<file path="config.mk">
export PLATFORM = sky130hd
export DESIGN_NAME = ptw_ctrl
export DESIGN_NICKNAME = d
export VERILOG_FILES = /design/src/ptw_pkg.sv /design/src/ptw_ctrl.sv
export SDC_FILE = /design/constraint.sdc
export NUM_CORES = 1
export LEC_CHECK = 0
export ABC_AREA = 1
export BUFFER_PORTS_ARGS = -buffer_cell sky130_fd_sc_hd__buf_2
export CAP_MARGIN = 40
export CORE_MARGIN = 5
export CORE_UTILIZATION = 35
export DETAILED_ROUTE_END_ITERATION = 10
export MAX_ROUTING_LAYER = met4
export PLACE_DENSITY = 0.73
export SLEW_MARGIN = 30
export SYNTH_ARGS = -nofsm -noshare
export SYNTH_HDL_FRONTEND = slang
export SYNTH_SLANG_ARGS = --single-unit
export TNS_END_PERCENT = 5
</file>
<file path="constraint.sdc">
create_clock -name clk -period 2 [get_ports clk]
set_input_delay 0.1 -clock clk [delete_from_list [all_inputs] [get_ports clk]]
set_output_delay 0.1 -clock clk [all_outputs]
set_load 0.02 [all_outputs]
</file>
<file path="src/ptw_pkg.sv">
// ----------------------------------------------------------------------------
// ptw_pkg: shared types and constants of the page-table walker
// Item kinds, status codes, result selection and the command and status
// groups that pass between the walk controller and the datapath.
// ----------------------------------------------------------------------------
`default_nettype none

package ptw_pkg;

  // Default address width of the table memory, in 64-bit words.
  localparam int MEM_WORD_BITS_DEF = 16;

  // Item kinds carried on the input tuser field.
  localparam logic [1:0] KIND_WRITE     = 2'd0;
  localparam logic [1:0] KIND_TRANSLATE = 2'd1;
  localparam logic [1:0] KIND_UNMAP     = 2'd2;

  // Result status codes.
  typedef enum logic [1:0] {
    ST_OK      = 2'd0,
    ST_MISSING = 2'd1,
    ST_WINDOW  = 2'd2
  } status_t;

  // How the physical address of a result is formed.
  typedef enum logic [1:0] {
    SEL_ZERO = 2'd0,
    SEL_4K   = 2'd1,
    SEL_2M   = 2'd2
  } res_sel_t;

  // Commands from the controller to the datapath.
  typedef struct packed {
    logic     latch;      // capture the accepted item
    logic     mem_write;  // write the item's word into the table memory
    logic     rd_root;    // read the PML4 entry through the root pointer
    logic     rd_next;    // read the next entry through the last entry read
    logic [1:0] level;    // walk level of the entry being read
    logic     clr_leaf;   // clear the PT entry read last
    logic     res_load;   // capture the result of the item
    res_sel_t res_sel;
    status_t  res_status;
    logic     out_load;   // move the result into the output register
  } cmd_t;

  // Status from the datapath to the controller.
  typedef struct packed {
    logic [1:0] kind;     // kind of the captured item
    logic       root_win; // root table lies inside the memory
    logic       next_win; // table named by the last entry lies inside
    logic       present;  // present bit of the last entry read
    logic       huge;     // page-size bit of the last entry read
  } sts_t;

endpackage

`default_nettype wire

</file>
<file path="src/ptw_ctrl.sv">
// ----------------------------------------------------------------------------
// ptw_ctrl: walk controller
// Sequences one item at a time through the table walk, one memory read per
// level, and hands the result to the output register.
// ----------------------------------------------------------------------------
`default_nettype none

module ptw_ctrl (
  input  wire logic          clk,
  input  wire logic          rst_n,
  input  wire logic          in_tvalid,
  output logic               in_tready,
  output logic               out_tvalid,
  input  wire logic          out_tready,
  input  wire ptw_pkg::sts_t sts,
  output ptw_pkg::cmd_t      cmd
);

  typedef enum logic [1:0] {
    S_IDLE,
    S_START,
    S_WALK,
    S_FINISH
  } state_t;

  state_t     state_r, state_nxt;
  logic [1:0] level_r, level_nxt;
  logic       out_valid_r, out_valid_nxt;

  assign in_tready  = (state_r == S_IDLE);
  assign out_tvalid = out_valid_r;

  // Next state and commands.
  always_comb begin
    state_nxt      = state_r;
    level_nxt      = level_r;
    cmd            = '0;
    cmd.res_sel    = ptw_pkg::SEL_ZERO;
    cmd.res_status = ptw_pkg::ST_OK;
    cmd.level      = level_r;
    unique case (state_r)
      S_IDLE: begin
        if (in_tvalid) begin
          cmd.latch = 1'b1;
          state_nxt = S_START;
        end
      end
      S_START: begin
        cmd.res_load = 1'b1;
        state_nxt    = S_FINISH;
        priority if (sts.kind == ptw_pkg::KIND_WRITE) begin
          cmd.mem_write = 1'b1;
        end else if (sts.kind != ptw_pkg::KIND_TRANSLATE &&
                     sts.kind != ptw_pkg::KIND_UNMAP) begin
          // Unknown kind: result only.
        end else if (!sts.root_win) begin
          cmd.res_status = ptw_pkg::ST_WINDOW;
        end else begin
          cmd.res_load = 1'b0;
          cmd.rd_root  = 1'b1;
          cmd.level    = 2'd0;
          level_nxt    = 2'd0;
          state_nxt    = S_WALK;
        end
      end
      S_WALK: begin
        cmd.res_load = 1'b1;
        state_nxt    = S_FINISH;
        priority if (level_r == 2'd3) begin
          // Leaf PT entry.
          if (sts.kind == ptw_pkg::KIND_UNMAP) begin
            cmd.clr_leaf = 1'b1;
          end else if (sts.present) begin
            cmd.res_sel = ptw_pkg::SEL_4K;
          end else begin
            cmd.res_status = ptw_pkg::ST_MISSING;
          end
        end else if (!sts.present) begin
          cmd.res_status = ptw_pkg::ST_MISSING;
        end else if (level_r == 2'd2 && sts.huge) begin
          // Huge PD entry ends the walk; unmap leaves it alone.
          if (sts.kind == ptw_pkg::KIND_TRANSLATE) begin
            cmd.res_sel = ptw_pkg::SEL_2M;
          end
        end else if (!sts.next_win) begin
          cmd.res_status = ptw_pkg::ST_WINDOW;
        end else begin
          cmd.res_load = 1'b0;
          cmd.rd_next  = 1'b1;
          cmd.level    = level_r + 2'd1;
          level_nxt    = level_r + 2'd1;
          state_nxt    = S_WALK;
        end
      end
      S_FINISH: begin
        if (!out_valid_r || out_tready) begin
          cmd.out_load = 1'b1;
          state_nxt    = S_IDLE;
        end
      end
      default: state_nxt = S_IDLE;
    endcase
  end

  // Output valid follows loads and downstream takes.
  always_comb begin
    out_valid_nxt = out_valid_r;
    if (out_valid_r && out_tready) begin
      out_valid_nxt = 1'b0;
    end
    if (cmd.out_load) begin
      out_valid_nxt = 1'b1;
    end
  end

  // State and registered outputs.
  always_ff @(posedge clk) begin
    if (!rst_n) begin
      state_r     <= S_IDLE;
      level_r     <= 2'd0;
      out_valid_r <= 1'b0;
    end else begin
      state_r     <= state_nxt;
      level_r     <= level_nxt;
      out_valid_r <= out_valid_nxt;
    end
  end

endmodule

`default_nettype wire

</file>
# == Yosys cells after proc, flatten, opt, wreduce, memory -nomap -nowiden ==
# Cells that the tools add are included.
# classes
n_eq_ne,15
addsub,1
n_reduce_logical,11
n_mux,60
# ops
cell,n
2-bit 2-to-1 mux,19
1-bit 2-to-1 mux,29
3-bit 2-to-1 mux,6
2-bit inequality test (second input constant),7
2-bit case mux with 2 select lines,3
2-bit equality test (second input constant),5
2-bit case mux with 4 select lines,1
5-bit AND reduction,1
2-bit by 1-bit equality test with 1-bit output (second input constant),2
2-bit logical NOT,2
4-bit 2-to-1 mux,1
2-bit nonzero test,2
1-bit logical AND,3
2-bit by 1-bit adder with 2-bit output (second input constant),1
2-bit by 1-bit inequality test with 1-bit output (second input constant),1
1-bit case mux with 2 select lines,1
2-bit AND reduction,1
1-bit logical NOT,1
1-bit logical OR,1
# word_totals
reg_bits,5
wordCells,90
in_bits,10
out_inout_bits,15

# == Logic depth before layout (Yosys ltp) ==
# Gate-level depths: netlist (run 1).
# depth
depth_word,6
ltp_mapped,9
mapped_depth_nobuf,9

# == Worst setup path before layout (run 1) ==
# No wires, ideal clock.
# synth_path
kind,reg-to-output
from,reg level_r[0]
to,out cmd[8] (netlist bit)
path_buffers,0
path_slack_ps,479
t_arrival_ps,1421
required_time_ps,1900
stages_incl_launch_ff,10
cell_sequence,dfxtp_1 inv_1 ha_1 nand2_1 nand2_2 nor2_2 nand2_1 nand2_1 nand2_1 nand2_1
# synth_lines
element,line_no,text
from (decl),ptw_ctrl.sv:27,"logic [1:0] level_r, level_nxt;"
from (signal assigned),ptw_ctrl.sv:124,level_r <= level_nxt;
to (decl),ptw_ctrl.sv:16,output ptw_pkg::cmd_t cmd

==> results summary, run 1 <==
The final weighted congestion in routability-driven placement is 0.913. The post-synthesis cell count is 106. After detailed routing, the average wire length per cell comes to 9.49 µm. The detailed-router iteration count before antenna repair is 4. The placed wire-length estimate came out at 1310 µm. The top cell type by total area after synthesis is sky130_fd_sc_hd__ha_1. The total area of multi-input combinational cells came out at 423 µm². The launching element type of the critical path is a register. The count of cell types in the netlist came out at 16. The TritonCTS clock tree is yes. After routing the design area is 800 µm². The routed layout has 685 vias. The library cell used as clock root buffer is sky130_fd_sc_hd__clkbuf_4. Of the synthesized area, sequential elements account for 15.9%. The H-tree depth is 1. Dividing total power by cell area gives a power density of 1300 nW/µm². By area the synthesized netlist is led by sky130_fd_sc_hd__ha_1 20%, sky130_fd_sc_hd__nand2_1 17%, sky130_fd_sc_hd__dfxtp_1 16%. The TritonCTS buffer count is 3.

The peak fanout along the critical path came out at 6. The post-route netlist has 24.1% of its cells at a drive strength greater than 1. The height of the die came out at 52.4 µm. Across all register-to-register paths, the minimum setup slack is 0.51 ns. The number of global-route vias before repair was 625.

Synthesis produced a netlist with a net count of 126. The final setup violation count is 0. The largest net degree at the start of global routing came out at 7. The actual slew at the worst max-slew pin came out at 0.244 ns. The run finished with clean final reports. The number of antenna violations at the first check in global routing was 0. Input and output buffers added on the ports amount to 24. The global route total overflow came out at 0. In this run, post-CTS hold repair placed 0 buffers. The final period demand of the worst path came out at 1.86 ns.

The DRC violation total after the first TritonRoute iteration is 9. The part of the cycle the worst path needs came out at 92.8%. The wire length of the first global-routing pass came out at 2460 µm. The number of pins exceeding their max-slew limit in the final report came to 0. The floorplan step defined a core boundary enclosing 1710 µm².

Adding up every negative setup slack in the final design gives 0 ns. For this block, the routed nets add up to 1500 µm of wire. The leakage power came out at 0.508 nW. The number of violations of the max-capacitance limit came out at 0. After synthesis the netlist holds a flip-flop and latch count of 5. In the layout the commonest cells are 28 x sky130_fd_sc_hd__nand2_1, 26 x sky130_fd_sc_hd__inv_1, 24 x sky130_fd_sc_hd__buf_2, 12 x sky130_fd_sc_hd__nor2_1. Leaving out fill and tap cells, the most frequent cell in the layout is sky130_fd_sc_hd__nand2_1.

The count of nets after finishing is 154. Once the clock tree was built, the setup fixing pass inserted 0 buffers. Headroom to the max-slew limit came out at 83.7%.

The type of destination of the critical path is an output pin. The instance area at placement is 772 µm². The longest clock path from root to sink contains 2 buffers. The per-instance average area after synthesis came out at 5.93 µm².

The die covers 2740 µm². The post-CTS resize count came out at 0. The count of yosys warnings during synthesis came out at 0. The I/O pin count is 25.

The cell area after synthesis came out at 628 µm². Derived from the worst setup path, the maximum achievable clock frequency is 0.539 GHz. The final hold violation count was 0. After detailed routing, the number of vias per cell comes to 4.34. Across every metal layer, demand over resource in global routing totals 11.9%.

The fraction of synthesized cell area taken by the top area cell type is 19.9%. The antenna diode count is 0. In this run the core area contains 15 standard-cell rows. The worst hold path belongs to the class primary input to register.

The required time at the endpoint of the critical path is 1.90 ns. The highest ir drop seen on vdd came out at 0.720 mV. The final-layout fill cell count is 173. The initial utilization of the core area, before any placement, comes to 36.8%.

The signed area change from the synthesized netlist to the final layout came out at 27.3%. The data arrival time of the critical path is 1.76 ns. Clock tree synthesis found a total of 5 sinks.

Setup repair after global routing left no endpoint under its margin. The clock latency on the worst-skew pair is 0.24 ns. The clock transition at the registers of the reported paths is 0.05 ns. The remaining design rule violation count is 0. The sequential cells in the finished layout cover a total of 100 µm².

The maximum clock skew at final layout is 0.00521 ns. Once detail routing completed, the nets flagged for antenna violations numbered 0. By startpoint and endpoint, the worst setup path is classified as register to output pin. From left edge to right edge, the die measures 52.4 µm.
-- kinds of logic after synthesis --
logic type / share of synthesized area (%)
buf+inv: 16.7
fa+ha+maj: 19.9
compound gates: 9.76
flops: 15.9
simple gates: 37.7
-- cell usage after synthesis, drive strengths merged --
library cell   n
a211oi         1
nand2         29
nor2          13
o21ai          1
nand4          1
a21oi          6
ha            10
o21bai         1
nand3         11
buf            1
dfxtp          5
inv           26
nor3b          1
-- routing by layer --
layer / track usage [%] / share of wire, % / vias up
li1: - / - / 373
met1: 13.5 / 45 / 303
met2: 21.3 / 51 / 9
met3: 1.71 / 3.7 / 0
met4: 3.83 / 0 / 0
met5: - / 0 / -
-- power by group --
group / internal (mW) / switching, mW / leakage [nW]
registers: 0.145 / 0.0515 / 0.0413
logic: 0.252 / 0.473 / 0.449
clock network: 0.0724 / 0.0427 / 0.0177
total: 0.470 / 0.567 / 0.508
-- state kept, by name, indices dropped and copies added (netlist names) --
signal      count
level_r         2
out_tvalid      1
state_r         2
-- critical path, stage by stage (launching register included) --
cell and delay, ns:
sky130_fd_sc_hd__dfxtp_1 0.43, sky130_fd_sc_hd__inv_1 0.10, sky130_fd_sc_hd__ha_1 0.21, sky130_fd_sc_hd__nand2_1 0.11
sky130_fd_sc_hd__nand2_2 0.12, sky130_fd_sc_hd__nor2_2 0.18, sky130_fd_sc_hd__nand2_1 0.07, sky130_fd_sc_hd__nand2_1 0.05
sky130_fd_sc_hd__nand2_1 0.04, sky130_fd_sc_hd__nand2_1 0.05, sky130_fd_sc_hd__buf_2 0.15
-- path summary, 6_finish.rpt --
kind,startpoint,endpoint,cells after the start
worst max-delay path,level_r[0],cmd[8],10
worst min register to register,out_tvalid,out_tvalid,2
worst max register to register,level_r[0],level_r[1],8
worst min-delay path,rst_n,level_r[0],3
-- stage by stage --
| stage | power (mW) | std cells | setup WS, ns | hold slack [ns] | util, % |
|---|---|---|---|---|---|
| 2_1_floorplan | 0.736 | 106 | 0.479 | 0.221 | - |
| 3_3_place_gp | 0.907 | 154 | 0.440 | 0.367 | 45.2 |
| 3_5_place_dp | 0.924 | 154 | 0.421 | 0.364 | 45.2 |
| 4_1_cts | 1.05 | 158 | 0.147 | 0.106 | 46.8 |
| 5_1_grt | 1.15 | 158 | 0.0225 | 0.115 | 46.8 |
| 6_report | 1.04 | 158 | 0.144 | 0.114 | 46.8 |
-- layout make-up --
| type | instances | area share [%] |
|---|---|---|
| well taps | 25 | 3.91 |
| inverters | 26 | 12.2 |
| repair buffers | 24 | 15.0 |
| clock buffers | 3 | 2.82 |
| multi-input cells | 74 | 52.9 |
| flip-flops and latches | 5 | 12.5 |
| clock inverters | 1 | 0.626 |
(Power assumes the default switching activity.)
==> run 2: changes to the inputs <==
- HOLD_SLACK_MARGIN: unset -> 0.15
==> run 2 against run 1 <==
Critical path depth unchanged. Non-clock buffer count increased by 2. Power increased by 0.44%. Flip-flop and latch count unchanged. Clock power about the same. First-iteration DRC count decreased by 22%. Cell count increased by 1.3%. Clock skew about the same. Critical endpoint unchanged.
==> results summary, run 2 (synthesis results as in run 1) <==
STA classifies the critical path startpoint as a register. The height of the die was 52.4 µm (unchanged). The family with the most delay on the worst path is simple AND/OR/NAND/NOR gates. The final setup violation count is 0 (unchanged). The core area is 1710 µm² (unchanged). The worst-case register-to-register setup slack came out at 0.51 ns (about the same). The number of global-route vias before repair is 638 (+2.1%). The worst stage delay on the critical path came out at 0.43 ns (about the same). The final weighted congestion in routability-driven placement is 0.913 (unchanged). The DRC violation total after the first TritonRoute iteration came out at 7 (-2).

The clock transition at the registers of the reported paths came out at 0.05 ns (about the same). The remaining design rule violation count came out at 0 (unchanged). The wire length of the first global-routing pass is 2480 µm (+1.1%). The data arrival time of the critical path is 1.76 ns (about the same). The total power density per cell area came out at 1270 nW/µm² (-2.0%). The detailed-router iteration count before antenna repair came out at 4 (unchanged). The global route total overflow came out at 0 (unchanged). The final instance area is 820 µm² (+2.5%). The number of buffer and inverter instances along the worst setup path came to 2 (unchanged).

The floorplan die area is 2740 µm² (unchanged). STA classifies the critical path endpoint as an output pin. The critical path is of the register to output pin type. The ratio of cells with drive above 1 in the final layout came out at 23.7% (-0.36 points). The die outline width was 52.4 µm (unchanged). The detail-routed net length per standard cell came out at 9.53 µm (+0.40%). The critical path's most frequent cell is sky130_fd_sc_hd__nand2_1. The largest net degree at the start of global routing is 7 (unchanged). Setup repair after global routing left no endpoint under its margin. The required time at the endpoint of the critical path came out at 1.90 ns (about the same). The remaining number of nets flagged by the antenna check after routing came out at 0 (unchanged).

The critical path goes through inv_1 > ha_1 > nand2_1 > nand2_2 > nor2_2 > nand2_1 > nand2_1 > nand2_1 > nand2_1 > buf_2. The relative slew slack came out at 83.5% (-0.28 points). The antenna diode count came out at 0 (unchanged). The run finished with clean final reports. The final hold violation count was 0 (unchanged). The path class of the tightest hold or removal check is primary input to register. The H-tree depth is 1 (unchanged). The hold buffer count at cts is 2 (+2). The cell with the biggest individual delay on the critical path is sky130_fd_sc_hd__dfxtp_1. Leaving out fill and tap cells, the most frequent cell in the layout is sky130_fd_sc_hd__nand2_1. The leakage power came out at 0.516 nW (+1.6%). The clock tree buffer depth came out at 2 (unchanged). The TritonCTS sink count is 5 (unchanged). The highest ir drop seen on vdd came out at 0.721 mV (+0.23%).

The peak fanout along the critical path is 6 (unchanged). The post-CTS resize count is 0 (unchanged). The part of the cycle the worst path needs came out at 92.8% (about the same). The number of antenna violations at the first check in global routing is 0 (unchanged). The I/O pin count is 25 (unchanged). The number of violations of the max-capacitance limit is 0 (unchanged). The maximum clock frequency is 0.539 GHz (about the same). The starting density of the core is 36.8% (unchanged). The total routing usage reported by global routing was 12.0% (+0.12 points).

The TritonCTS buffer count is 3 (unchanged). The setup total negative slack came out at 0 ns (unchanged). The total setup buffers inserted after CTS is 0 (unchanged). The overall via count from detail_route is 697 (+1.8%).

The area used by sequential logic in the layout is 100 µm² (unchanged). The placed wire-length estimate is 1310 µm (unchanged). The instance area at placement came to 772 µm² (unchanged). TritonCTS built the clock tree.

Clock tree synthesis selected as its root buffer the cell sky130_fd_sc_hd__clkbuf_4. The final period demand of the worst path is 1.86 ns (-0.000475 ns). The final-layout fill cell count came to 168 (-2.9%). The maximum clock skew at final layout is 0.00520 ns (-0.0000160 ns). The port buffer count is 24 (unchanged). Compared with the post-synthesis result, the final layout area differs by 30.5%. The actual slew at the worst max-slew pin came out at 0.248 ns (+0.00417 ns). The count of nets after finishing came to 156 (+1.3%). The average via count per standard cell came to 4.36 (+0.48%).

The routed wire length came to 1520 µm (+1.7%). The clock latency on the worst-skew pair is 0.24 ns (about the same). The placement row count is 15 (unchanged).

The total area of multi-input combinational cells came out at 423 µm² (unchanged). The number of pins exceeding their max-slew limit in the final report came out at 0 (unchanged). The top cell types in the final layout, fill and taps aside, are 28 x sky130_fd_sc_hd__nand2_1, 26 x sky130_fd_sc_hd__inv_1, 24 x sky130_fd_sc_hd__buf_2, 12 x sky130_fd_sc_hd__nor2_1.
==> run 2: cell count changes in the layout (fill, tap and decap cells not counted) <==
cell                            change
sky130_fd_sc_hd__dlygate4sd3_1      +2
==> run 2: final timing paths <==
path,startpoint,to,depth (start not counted)
max,level_r[0],cmd[8],10
min,in_tvalid,state_r[1],5
max reg2reg,level_r[0],level_r[1],8
min reg2reg,out_tvalid,out_tvalid,2
==> run 2: metrics by stage <==
stage,std cells,worst slack (ns),power (mW),hold slack [ns],utilization (%)
2_1_floorplan,106,0.479,0.736,0.221,-
3_3_place_gp,154,0.440,0.907,0.367,45.2
3_5_place_dp,154,0.421,0.924,0.364,45.2
4_1_cts,160,0.147,1.05,0.278,48.0
5_1_grt,160,0.0225,1.15,0.328,48.0
6_report,160,0.145,1.04,0.285,48.0
==> run 2: worst min-delay path, stage by stage <==
cell                      delay (ns)
sky130_fd_sc_hd__buf_2          0.10
sky130_fd_sc_hd__inv_1          0.04
sky130_fd_sc_hd__nand2_1        0.04
sky130_fd_sc_hd__nand2_1        0.11
sky130_fd_sc_hd__a21oi_1        0.08
==> run 2: where the power goes <==
part / internal [mW] / leakage [nW] / switching (mW)
clock: 0.0724 / 0.0177 / 0.0427
combinational: 0.255 / 0.458 / 0.475
sequential: 0.145 / 0.0413 / 0.0520
==> run 2: per-layer routing <==
metal | global-route usage [%] | part of all wire, % | up-vias
li1 | - | - | 378
met1 | 13.5 | 45 | 308
met2 | 21.7 | 51 | 11
met3 | 1.71 | 4.1 | 0
met4 | 3.83 | 0 | 0
met5 | - | 0 | -
==> run 2: area by class of cell <==
| cell class | instances | share of cell area [%] |
|---|---|---|
| Timing Repair Buffer | 26 | 17.1 |
| Clock buffer | 3 | 2.75 |
| Sequential cell | 5 | 12.2 |
| Clock inverter | 1 | 0.611 |
| Multi-Input combinational cell | 74 | 51.6 |
| Tap cell | 25 | 3.82 |
| Inverter | 26 | 11.9 |
==> run 3: changes to the inputs <==
- SETUP_SLACK_MARGIN: unset -> 0.4
==> run 3 against run 2 <==
Wire length is 15% higher. Power is 32% higher. Clock power hardly changed. Non-clock buffer count is 6 higher. Register-to-register slack better by 0.14 ns. Flip-flop and latch count stayed put. Sequential power is 18% higher. Global-route usage is 1.3 points higher. Highest routed layer unchanged.
==> results summary, run 3 (synthesis results as in run 1) <==
The flow ran to the end, and the final reports show no timing, DRC or antenna violations. The remaining design rule violation count came out at 0 (unchanged). The average via count per standard cell came to 4.49 (+3.2%). The leakage power was 0.564 nW (+9.2%). The tree is rooted in a sky130_fd_sc_hd__clkbuf_4. The final period demand of the worst path is 1.53 ns (-0.322 ns).

From synthesis to final layout, the design area changed by 56.8%. The routing usage on met3 is 1.71% (unchanged). The clock latency on the worst-skew pair came out at 0.24 ns (about the same). The TritonCTS sink count is 5 (unchanged). The number of pins exceeding their max-slew limit in the final report came out at 0 (unchanged). The wire length of the first global-routing pass came to 2740 µm (+10%). The count of nets after finishing came out at 162 (+3.8%).

The peak fanout along the critical path was 5 (-1). The maximum clock skew at final layout came to 0.00387 ns (-0.00133 ns). The detail-routed net length per standard cell is 10.5 µm (+11%). The cell family contributing the most delay on the critical path is flip-flops. The overall via count from detail_route came out at 746 (+7.0%).

The data arrival time of the critical path is 1.43 ns (-0.33 ns). The total area of multi-input combinational cells is 498 µm² (+18%). The relative slew slack was 83.3% (-0.22 points). The I/O pin count is 25 (unchanged).

In the layout the commonest cells are 25 x sky130_fd_sc_hd__nand2_1, 21 x sky130_fd_sc_hd__inv_1, 20 x sky130_fd_sc_hd__buf_2, 12 x sky130_fd_sc_hd__nor2_1, 10 x sky130_fd_sc_hd__nand3_1. The worst stage delay on the critical path is 0.36 ns (-0.07 ns). The routed wire length came out at 1750 µm (+15%). The ratio of cells with drive above 1 in the final layout is 39.0% (+15 points). The largest net degree at the start of global routing came out at 7 (unchanged). The die outline width is 52.4 µm (unchanged). The final setup violation count is 0 (unchanged). The maximum clock frequency was 0.652 GHz (+21%). The clock transition at the registers of the reported paths came to 0.05 ns (about the same).

The setup total negative slack was 0 ns (unchanged). The area used by sequential logic in the layout came to 113 µm² (+13%). The port buffer count came out at 24 (unchanged). The actual slew at the worst max-slew pin is 0.250 ns (+0.00254 ns). The H-tree depth came out at 1 (unchanged).

The placed wire-length estimate is 1310 µm (unchanged). The number of antenna violations at the first check in global routing came to 0 (unchanged). The core area is 1710 µm² (unchanged). The required time at the endpoint of the critical path was 1.90 ns (about the same). Setup repair after global routing could not meet its margin everywhere. The total routing usage reported by global routing is 13.3% (+1.3 points). The number of violations of the max-capacitance limit came out at 0 (unchanged). STA classifies the critical path startpoint as a register. The DRC violation total after the first TritonRoute iteration came out at 8 (+1). The placement row count came out at 15 (unchanged). The total power density per cell area came out at 1390 nW/µm² (+9.4%). The most crowded layer after global routing is met2. The TritonCTS buffer count is 3 (unchanged). The detailed-router iteration count before antenna repair is 4 (unchanged). The remaining number of nets flagged by the antenna check after routing came out at 0 (unchanged). The category of the most critical setup path is register to output pin. The final weighted congestion in routability-driven placement was 0.913 (unchanged). The part of the cycle the worst path needs came out at 76.7% (-16 points).

The global route total overflow came out at 0 (unchanged). The number of global-route vias before repair is 700 (+9.7%). The number of buffer and inverter instances along the worst setup path came out at 3 (+1). The global-route track usage on met1 came out at 15.2% (+1.7 points). The starting density of the core is 36.8% (unchanged).

The antenna diode count is 0 (unchanged). The height of the die came out at 52.4 µm (unchanged). The final hold violation count is 0 (unchanged). TritonCTS built the clock tree.

The final-layout fill cell count is 151 (-10%). The most common library cell in the layout ignoring fill and taps is sky130_fd_sc_hd__nand2_1. The met2 track demand over resource is 24.0% (+2.3 points). The min-delay analysis places its worst path in the category primary input to register. The post-route core utilization came out at 57.7% (+9.7 points). STA classifies the critical path endpoint as an output pin. The largest individual stage delay along the critical path comes from the cell sky130_fd_sc_hd__dfxtp_4.

The highest ir drop seen on vdd is 0.811 mV (+12%). The clock tree buffer depth came out at 2 (unchanged). Walking the worst path, the cells encountered are inv_4 > ha_4 > nand3_2 > inv_1 > nand3_1 > a21oi_1 > buf_4.

The floorplan die area came out at 2740 µm² (unchanged).
==> run 3: cell count changes in the layout (fill, tap and decap cells not counted), sizes merged <==
cell,previous run,this run
buf,24,30
==> run 3: final timing paths <==
path,slack (ns),from,cells after the start,endpoint
worst max-delay path,0.47,state_r[0],7,cmd[2]
worst min-delay path,0.29,in_tvalid,5,state_r[1]
worst max register to register,0.65,state_r[0],9,state_r[0]
worst min register to register,0.50,out_tvalid,2,out_tvalid
==> run 3: cell type report <==
cell class / count / area share, %
inverters: 26 / 10.2
flip-flops and latches: 5 / 11.4
well taps: 25 / 3.18
clock inverters: 1 / 0.508
clock buffers: 3 / 2.29
multi-input cells: 74 / 50.6
repair buffers: 32 / 21.9
==> run 3: metrics by stage <==
| stage | power, mW | std cells | hold slack (ns) | worst slack, ns | area [µm²] |
|---|---|---|---|---|---|
| finish | 1.37 | 166 | 0.294 | 0.467 | 985 |
| global route | 1.49 | 166 | 0.327 | 0.359 | 985 |
| floorplan | 0.736 | 106 | 0.221 | 0.479 | 628 |
| global placement | 0.907 | 154 | 0.367 | 0.440 | 772 |
| CTS | 1.23 | 164 | 0.278 | 0.398 | 921 |
| detailed placement | 0.924 | 154 | 0.364 | 0.421 | 772 |
==> run 3: routing by layer <==
metal / vias to the layer above / part of all wire [%]
li1: 392 / -
met1: 343 / 44
met2: 11 / 53
met3: 0 / 3.5
met4: 0 / 0
met5: - / 0
==> run 3: where the power goes <==
part / internal [mW] / leakage [nW] / switching [mW]
Sequential: 0.166 / 0.0434 / 0.0666
Clock: 0.0723 / 0.0177 / 0.0418
Combinational: 0.454 / 0.503 / 0.568
==> run 3: worst min-delay path: stages <==
cell and delay (ns):
sky130_fd_sc_hd__buf_2 0.10, sky130_fd_sc_hd__inv_1 0.04, sky130_fd_sc_hd__nand2_1 0.04, sky130_fd_sc_hd__nand2_1 0.12, sky130_fd_sc_hd__a21oi_1 0.08
==> run 3: what timing repair did <==
item / in CTS / in global routing
endpoints found under the hold margin: 4 / 0
cloned: 0 / 0
hold buffers: 2 / 0
buffers inserted: 4 / 2
resized for setup: 19 / 14
setup endpoints to repair: 5 / 6
pin swaps: 4 / 6
